File: src/rtl/core/fqr_pkg.sv
// shared types and constants for the fifo queue with remove-at
package fqr_pkg;

    localparam int DEPTH_DEF = 16;
    localparam int DATA_W    = 32;
    localparam int POS_W     = 4;
    localparam int CNT_W     = 5;

    typedef enum logic [1:0] {
        ACT_ENQ = 2'd0,
        ACT_DEQ = 2'd1,
        ACT_REM = 2'd2
    } t_action;

    typedef struct packed {
        logic wr;
        logic shift;
    } t_cell_ctl;

endpackage

File: src/rtl/core/fqr_cell.sv
// one storage cell of the queue chain
module fqr_cell
    import fqr_pkg::*;
(
    input  logic              i_clk,
    input  t_cell_ctl         i_ctl,
    input  logic [DATA_W-1:0] i_value_in,
    input  logic [DATA_W-1:0] i_nbr,
    output logic [DATA_W-1:0] o_data
);

    logic [DATA_W-1:0] r_data;
    logic [DATA_W-1:0] n_data;

    always_comb begin
        n_data = r_data;
        if (i_ctl.shift) begin
            n_data = i_nbr;
        end else if (i_ctl.wr) begin
            n_data = i_value_in;
        end
    end

    always_ff @(posedge i_clk) begin
        r_data <= n_data;
    end

    assign o_data = r_data;

endmodule

File: src/rtl/core/fifo_queue_with_remove_at_core.sv
// Ordered queue of signed 32-bit values with dequeue and remove-at-position.
// Input channel: i_in_valid / o_in_ready carry one request per beat:
//   i_action (enqueue, dequeue, remove at position), i_value_in, i_position.
// Output channel: o_out_valid / i_out_ready carry one result per request:
//   o_ok, o_value_out (removed value, zero otherwise), o_count (length after).
// Storage is a row of DEPTH cells, head in cell 0. Enqueue writes the cell at
// the current length; a removal makes every cell at or past the index load its
// upper neighbor in the same cycle.
// The result is registered and shows in the cycle after the input beat.
// Throughput: one request per cycle while the output is taken; the removed value
// is picked by an index compare in every cell.
// The output register is refilled in the same cycle it is taken, so a request
// is accepted whenever the result register is empty or being drained.
// When the receiver stalls, the result holds and o_in_ready drops.
// Reset empties the queue and clears the output valid; stored values are
// left as they are and never read before being written.
module fifo_queue_with_remove_at_core
    import fqr_pkg::*;
#(
    parameter int DEPTH = DEPTH_DEF
) (
    input  logic                     i_clk,
    input  logic                     i_rst_n,
    input  logic                     i_in_valid,
    output logic                     o_in_ready,
    input  logic [1:0]               i_action,
    input  logic signed [DATA_W-1:0] i_value_in,
    input  logic [POS_W-1:0]         i_position,
    output logic                     o_out_valid,
    input  logic                     i_out_ready,
    output logic                     o_ok,
    output logic signed [DATA_W-1:0] o_value_out,
    output logic [CNT_W-1:0]         o_count
);

    localparam int OCC_W = $clog2(DEPTH + 1);
    localparam int IDX_W = (OCC_W > POS_W) ? OCC_W : POS_W;
    localparam int XW    = (OCC_W > CNT_W) ? OCC_W : CNT_W;

    logic [OCC_W-1:0]  r_occ;
    logic [OCC_W-1:0]  n_occ;
    logic              r_out_valid;
    logic              r_ok;
    logic [DATA_W-1:0] r_value_out;
    logic [CNT_W-1:0]  r_count;

    logic              w_fire;
    logic              w_enq;
    logic              w_rem;
    logic [IDX_W-1:0]  w_idx;
    logic [IDX_W-1:0]  w_occ_x;
    logic [DATA_W-1:0] w_sel_val;
    logic [XW-1:0]     w_cnt_x;
    logic [DATA_W-1:0] w_data [DEPTH];

    assign o_in_ready = !r_out_valid || i_out_ready;
    assign w_fire     = i_in_valid && o_in_ready;
    assign w_occ_x    = IDX_W'(r_occ);

    always_comb begin
        w_enq = 1'b0;
        w_rem = 1'b0;
        w_idx = '0;
        case (t_action'(i_action))
            ACT_ENQ: begin
                w_enq = w_occ_x < IDX_W'(DEPTH);
            end
            ACT_DEQ: begin
                w_rem = r_occ != '0;
            end
            ACT_REM: begin
                w_idx = IDX_W'(i_position);
                w_rem = IDX_W'(i_position) < w_occ_x;
            end
            default: begin
                w_enq = 1'b0;
            end
        endcase
    end

    for (genvar g = 0; g < DEPTH; g++) begin : g_cell
        t_cell_ctl         w_ctl;
        logic [DATA_W-1:0] w_nbr;

        assign w_ctl.wr    = w_fire && w_enq && (w_occ_x == IDX_W'(g));
        assign w_ctl.shift = w_fire && w_rem && (IDX_W'(g) >= w_idx);

        if (g == DEPTH - 1) begin : g_last
            // nothing above the last cell: it keeps its stale value
            assign w_nbr = w_data[g];
        end else begin : g_mid
            assign w_nbr = w_data[g + 1];
        end

        fqr_cell u_cell (
            .i_clk      (i_clk),
            .i_ctl      (w_ctl),
            .i_value_in (i_value_in),
            .i_nbr      (w_nbr),
            .o_data     (w_data[g])
        );
    end

    // one-hot pick of the entry being removed
    always_comb begin
        w_sel_val = '0;
        for (int k = 0; k < DEPTH; k++) begin
            if (w_idx == IDX_W'(k)) begin
                w_sel_val = w_sel_val | w_data[k];
            end
        end
    end

    always_comb begin
        n_occ = r_occ;
        if (w_enq) begin
            n_occ = r_occ + OCC_W'(1);
        end else if (w_rem) begin
            n_occ = r_occ - OCC_W'(1);
        end
    end

    assign w_cnt_x = XW'(n_occ);

    always_ff @(posedge i_clk) begin
        if (!i_rst_n) begin
            r_occ       <= '0;
            r_out_valid <= 1'b0;
        end else begin
            if (w_fire) begin
                r_occ       <= n_occ;
                r_out_valid <= 1'b1;
            end else if (i_out_ready) begin
                r_out_valid <= 1'b0;
            end
        end
    end

    always_ff @(posedge i_clk) begin
        if (w_fire) begin
            r_ok        <= w_enq || w_rem;
            r_value_out <= w_rem ? w_sel_val : '0;
            r_count     <= w_cnt_x[CNT_W-1:0];
        end
    end

    assign o_out_valid = r_out_valid;
    assign o_ok        = r_ok;
    assign o_value_out = r_value_out;
    assign o_count     = r_count;

endmodule

File: config.mk
export PLATFORM = sky130hd
export DESIGN_NAME = fifo_queue_with_remove_at_core
export DESIGN_NICKNAME = d
export VERILOG_FILES = /design/src/rtl/core/fqr_pkg.sv /design/src/rtl/core/fqr_cell.sv /design/src/rtl/core/fifo_queue_with_remove_at_core.sv
export SDC_FILE = /design/constraint.sdc
export NUM_CORES = 1
export LEC_CHECK = 0
export ABC_AREA = 1
export BUFFER_PORTS_ARGS = -buffer_cell sky130_fd_sc_hd__buf_2
export CORE_AREA = 2 2 249 251
export DETAILED_ROUTE_END_ITERATION = 8
export DIE_AREA = 0 0 251 253
export SLEW_MARGIN = 10
export SYNTH_ARGS = -nofsm -noshare
export SYNTH_HDL_FRONTEND = slang
export SYNTH_SLANG_ARGS = --single-unit
File: constraint.sdc
create_clock -name i_clk -period 5.7 [get_ports i_clk]
set_clock_uncertainty 0.1 [all_clocks]
set_input_delay 0.285 -clock i_clk [delete_from_list [all_inputs] [get_ports i_clk]]
set_output_delay 0.285 -clock i_clk [all_outputs]
set_load 0.005 [all_outputs]
# After elaboration in Yosys (flattened, before gate mapping)
# Cells that the tools add are included.
[op_classes]
n_addsub = 2
n_mul = 0
n_div = 0
magnitude_cmp = 18
eq_ne = 32
shifts = 0
muxes = 53
n_bitwise = 16
n_reduce_logical = 59
[ops]
columns = ["op", "n"]
rows = [
  ["$mux W32", 46],
  ["$or A32 B32 Y32", 15],
  ["$eq A5 B4 Y1 const B", 16],
  ["$eq A5 B3 Y1 const B", 8],
  ["$ge A4 B5 Y1 const A", 8],
  ["$logic_and A1 B1 Y1", 35],
  ["$reduce_bool A2 Y1", 16],
  ["$eq A5 B2 Y1 const B", 4],
  ["$ge A3 B5 Y1 const A", 4],
  ["$eq A5 B1 Y1 const B", 2],
  ["$ge A1 B5 Y1 const A", 2],
  ["$ge A2 B5 Y1 const A", 2],
  ["$logic_not A5 Y1", 2],
  ["$mux W5", 2],
  ["$add A5 B1 Y5 const B", 1],
  ["$lt A4 B5 Y1", 1],
  ["$lt A5 B5 Y1 const B", 1],
  ["$reduce_bool A5 Y1", 1],
  ["$sub A5 B1 Y5 const B", 1],
  ["$mux W4", 1],
  ["$mux W1", 3],
  ["$eq A2 B1 Y1 const B", 1],
  ["$eq A2 B2 Y1 const B", 1],
  ["$logic_not A2 Y1", 1],
  ["5 further kinds", 6],
]
[totals]
ff_bits = 556
latchBits = 0
ram_bits = 0
romBits = 0
in_bits = 42
out_inout_bits = 40
word_cells = 201
memories = 0

# Logic depth before layout (Yosys ltp)
[depth]
word_depth = 34
mapped_depth = 17
ltp_nobuf = 14

# By module
# A second synthesis with hierarchy kept.
[unflattened]
cells_unflattened = 3384
hier_area_um2 = 29001.6
[modules_own_cells]
columns = ["module", "n_inst", "cells_each", "area_each_um2", "seq_area_each_um2"]
rows = [
  ["fqr_cell", 16, 137, 1401.3, 960.9],
  ["fifo_queue_with_remove_at_core", 1, 1192, 6580.1, 1261.2],
]

# Worst setup path before layout
# OpenSTA, ideal clock, no wires.
[synth_path]
path_type = "register to register"
from = "register r_out_valid (netlist: o_out_valid)"
to = "register g_cell[10].u_cell.r_data[0], enable pin"
setup_ps = 466
arrival_ps = 3505
required_time_ps = 5134
setup_slack_ps = 1630
path_stages_with_launch = 7
path_buffers = 1
period_less_slack_ps = 4070
path_cell_list = "dfxtp_1 -> nand2_1 -> nand2_1 -> clkbuf_1 -> nor2_1 -> nand3_1 -> o21ai_0"
[synth_between]
elab_chain_cells = 6
word_cells_on_any_way = 8
cone_classes = "reduce/logical: 8"
[synth_rtl]
columns = ["element", "line", "text"]
rows = [
  ["start: declaration", "fifo_queue_with_remove_at_core.sv:42", "logic r_out_valid;"],
  ["start signal: assignment", "fifo_queue_with_remove_at_core.sv:128", "r_out_valid <= 1'b0;"],
  ["start signal: assignment", "fifo_queue_with_remove_at_core.sv:132", "r_out_valid <= 1'b1;"],
  ["start signal: assignment", "fifo_queue_with_remove_at_core.sv:134", "r_out_valid <= 1'b0;"],
  ["$logic_not A1 Y1 (*)", "fifo_queue_with_remove_at_core.sv:56", "assign o_in_ready = !r_out_valid || i_out_ready;"],
  ["$logic_or A1 B1 Y1 (*)", "fifo_queue_with_remove_at_core.sv:56", ""],
  ["net o_in_ready", "fifo_queue_with_remove_at_core.sv:25", "output logic o_in_ready,"],
  ["$logic_and A1 B1 Y1 (*)", "fifo_queue_with_remove_at_core.sv:57", "assign w_fire = i_in_valid && o_in_ready;"],
  ["$logic_and A1 B1 Y1, on equally long branches (2 in a row)", "fifo_queue_with_remove_at_core.sv:86, fifo_queue_with_remove_at_core.sv:85", ""],
  ["$reduce_bool A2 Y1 (no source line) (*)", "-", ""],
  ["end signal: assignment", "fqr_cell.sv:25", "r_data <= n_data;"],
  ["end: declaration", "fqr_cell.sv:12", "logic [DATA_W-1:0] r_data;"],
]
# Mark *: on every way through the listed nets, which the timed path passes. The rest lies on a longest branch.
# A chain may end at the register's enable or synchronous reset.

# Final worst setup path
[layout_path]
from = "register r_occ[2]"
to = "register g_cell[11].u_cell.r_data[25], enable pin"
[layout_between]
elab_chain_cells = 5
word_cells_on_any_way = 11
cone_classes = "order compare: 2; eq/ne: 1; mux: 2; reduce/logical: 6"
[layout_rtl]
columns = ["element", "line", "text"]
rows = [
  ["start: declaration", "fifo_queue_with_remove_at_core.sv:40", "logic [OCC_W-1:0] r_occ;"],
  ["start signal: assignment", "fifo_queue_with_remove_at_core.sv:131", "r_occ <= n_occ;"],
  ["$lt A4 B5 Y1, or another cell as far along", "fifo_queue_with_remove_at_core.sv:73", "w_rem = IDX_W'(i_position) < w_occ_x;"],
  ["$pmux W1 S2 / $mux W1 (equally long branches)", "fifo_queue_with_remove_at_core.sv:64", "case (t_action'(i_action))"],
  ["$logic_and A1 B1 Y1, on equally long branches (2 in a row)", "fifo_queue_with_remove_at_core.sv:86, fifo_queue_with_remove_at_core.sv:85", ""],
  ["$reduce_bool A2 Y1 (no source line) (*)", "-", ""],
  ["end signal: assignment", "fqr_cell.sv:25", ""],
  ["end: declaration", "fqr_cell.sv:12", ""],
]
# Every way passes the cells marked *; elsewhere a longest branch is shown, timed or not.

==> impl_metrics.json <==
{
  "dr_wl_met3_um": 12200,
  "ys_warn_count": 0,
  "holdPathEnd": "o_value_out[1]",
  "grtUsageTotal": 0.289,
  "drt_wl_total_um": 92700,
  "clkTransAtPathRegs_ns": 0.07,
  "postLayoutCoreUtil": 0.498,
  "netlist_instances": 2906,
  "met1_length_um": 35600,
  "grt_pass1_vias": 21051,
  "syn-num-nets": 2960,
  "synth_top_flop_cell": "edfxtp_1",
  "grt_pass1_wl_um": 135000,
  "r2r_setup_slack_ns": 1.79,
  "synth_common_cells": "nand2_1, edfxtp_1, inv_1",
  "synth_most_common_cell": "nand2_1",
  "finalCritPeriodShare": 0.686,
  "async_flop_share": 0,
  "hold_depth": 6,
  "slew_violations": 0,
  "critPathCaptureType": "flip-flop",
  "post_drt_wl_per_cell_um": 24.5,
  "die_x_um": 251,
  "syn_avg_cell_area_um2": 9.32,
  "initialDrtViolationCount": 2963,
  "dp_hpwl_um": 53800,
  "synth_edf_count": 550,
  "antenna_found_initial": 6,
  "max_freq_mhz": 256,
  "grt_start_max_net_pins": 66,
  "crit_required_ns": 5.89,
  "start_util": 0.444,
  "die_h_um": 253,
  "vias": 21944,
  "ys_seq_area_frac": 0.615,
  "slew_headroom": 0.232,
  "tightest_slew_ns": 1.15,
  "numCtsBuffers": 56,
  "r2r_start": "r_occ[2]",
  "top_layer": "met5",
  "drtAntennaViolNets": 0,
  "synth_area_leaders": "edfxtp_1, nand2_1, o21ai_0",
  "outcome": "finished clean",
  "finalSetupTns_ns": 0,
  "power.leakage_uw": 0.0129,
  "cts_tree": "yes",
  "fin_ws_ns": 1.79,
  "areaGrowthSynthToFinish_pct": 12.3,
  "place_congestion": 0.922,
  "maxCapViolCount": 0,
  "hold_viol_final": 0,
  "start_kind": "flip-flop",
  "nNetsFinal": 2999,
  "worstSkewPairLatency_ns": 0.63,
  "rsz0062_at_grt": "false",
  "critPathMaxFanout": 59,
  "wl_met2_um": 41400,
  "overflow": 0,
  "pre_cts_ws_ns": 1.77,
  "htree_levels": 2,
  "die-area_um2": 63500,
  "cts-resized-gates": 0,
  "synth_top_area_frac": 0.610,
  "hp-start": "i_position[1]",
  "hp-class": "in -> reg",
  "yosys.area.top_type": "edfxtp_1",
  "irDropWorstVdd_mv": 0.245,
  "critical_path_arrival_ns": 4.10,
  "synth_area_um2": 27100,
  "avgViaCountPerCell": 5.80,
  "setup_viol": 0,
  "io_buffers": 81,
  "dr.pass1.iters": 8,
  "ys_types": 36,
  "antenna_cells": 0,
  "rows": 91,
  "num_io_pins": 82,
  "synth_seq_cells": 556,
  "core_area_um2": 61000,
  "cts_buffer_depth": 3,
  "drive_gt1_frac": 0.0839,
  "worstSetupPathType": "reg -> reg",
  "cts_sinks": 556,
  "r2r_end": "g_cell[11].u_cell.o_data[25]",
  "reg2regPathDepth": 13,
  "power.density_nw_per_um2": 307,
  "clock-root-buffer": "clkbuf_16",
  "remaining_drc_errors": 0,
  "fin_crit_ns": 3.91
}
==> where the power goes <==
| part | internal, µW | switching (µW) |
|---|---|---|
| combinational | 239 | 679 |
| sequential | 4700 | 48.5 |
| clock | 2040 | 1630 |
| total | 6980 | 2360 |
==> logic make-up after synthesis <==
kind of cell	synth area share
and+or+nand+nor	0.145
AOI/OAI and AO/OA	0.139
buffers and inverters	0.0956
DFF	0.615
adders and majority gates	0.00555
xor gates and xnor gates	0.000324
==> layer usage <==
| metal | vias up | track usage |
|---|---|---|
| met1 | 10378 | 0.396 |
| met4 | 12 | 0.101 |
| met5 | - | 0 |
| met2 | 1497 | 0.461 |
| li1 | 9819 | - |
| met3 | 238 | 0.0591 |
==> worst max path at each step <==
stage | from | endpoint | slack, ns | cells after the start
floorplan | o_out_valid | g_cell[10].u_cell.o_data[0] | 1.63 | 6
global route | r_occ[2] | g_cell[11].u_cell.o_data[25] | 1.64 | 13
detailed placement | i_action[0] | g_cell[4].u_cell.o_data[13] | 1.77 | 13
CTS | r_occ[2] | g_cell[11].u_cell.o_data[21] | 1.84 | 13
finish | r_occ[2] | g_cell[11].u_cell.o_data[25] | 1.79 | 13
global placement | i_action[0] | g_cell[4].u_cell.o_data[13] | 1.90 | 13
==> through the flow <==
stage          std cells  area, µm²  hold slack [ns]  power [µW]
2_1_floorplan       2906      27100            0.284        5360
3_3_place_gp        3643      28300            0.391        5680
3_5_place_dp        3643      28300            0.419        5710
4_1_cts             3782      30400            0.274        9340
5_1_grt             3782      30400            0.327        9580
6_report            3782      30400            0.306        9330
==> cell usage in the layout (no fill, tap or decap), types with 2 or more instances in the layout <==
cell type / synthesis / routed
a21oi_1: 38 / 38
buf_2: 40 / 81
buf_4: 21 / 50
bufinv_16: 0 / 4
clkbuf_1: 107 / 13
clkbuf_16: 0 / 58
clkinv_1: 3 / 21
clkinv_2: 0 / 7
clkinvlp_4: 0 / 3
dfxtp_1: 6 / 6
dlygate4sd3_1: 0 / 34
edfxtp_1: 550 / 550
ha_1: 12 / 12
inv_1: 456 / 455
inv_2: 2 / 3
nand2_1: 681 / 676
nand2_2: 5 / 10
nand3_1: 74 / 73
nand3_2: 1 / 2
nand4_1: 15 / 15
nor2_1: 213 / 210
nor2_4: 0 / 3
o2111ai_1: 19 / 19
o21ai_0: 379 / 362
o21ai_1: 100 / 98
o21ai_4: 0 / 20
o22ai_1: 153 / 153
o31ai_4: 0 / 2
==> state kept, by name (all words and copies together) (netlist names) <==
name	cells
o_out_valid	1
o_count	5
o_value_out	32
o_ok	1
g_cell.u_cell.o_data	512
r_occ	5
==> cell type report <==
type                            count  area [µm²]
Inverter                          461        1730
Clock buffer                       71        1500
Timing Repair Buffer              166        1140
Fill cell                        5596       30600
Tap cell                          790         988
Clock inverter                     34         270
Multi-Input combinational cell   1704        8140
Sequential cell                   556       16600
==> critical path: stages (launching register included) <==
cell and delay [ns]:
dfxtp_1 0.51, inv_1 0.19, ha_1 0.32, nand2_1 0.08
inv_1 0.04, nand3_1 0.07, nand3_1 0.09, nand2_2 0.14
nand2_2 0.11, nor2_8 0.55, nand2_2 0.06, buf_4 0.38
o21ai_4 0.42, buf_4 0.47
==> repair_timing <==
item,CTS,global route
hold endpoints to repair,37,0
setup buffers,0,0
hold buffers,34,0
No activity file was read; power rests on OpenSTA's default activity.
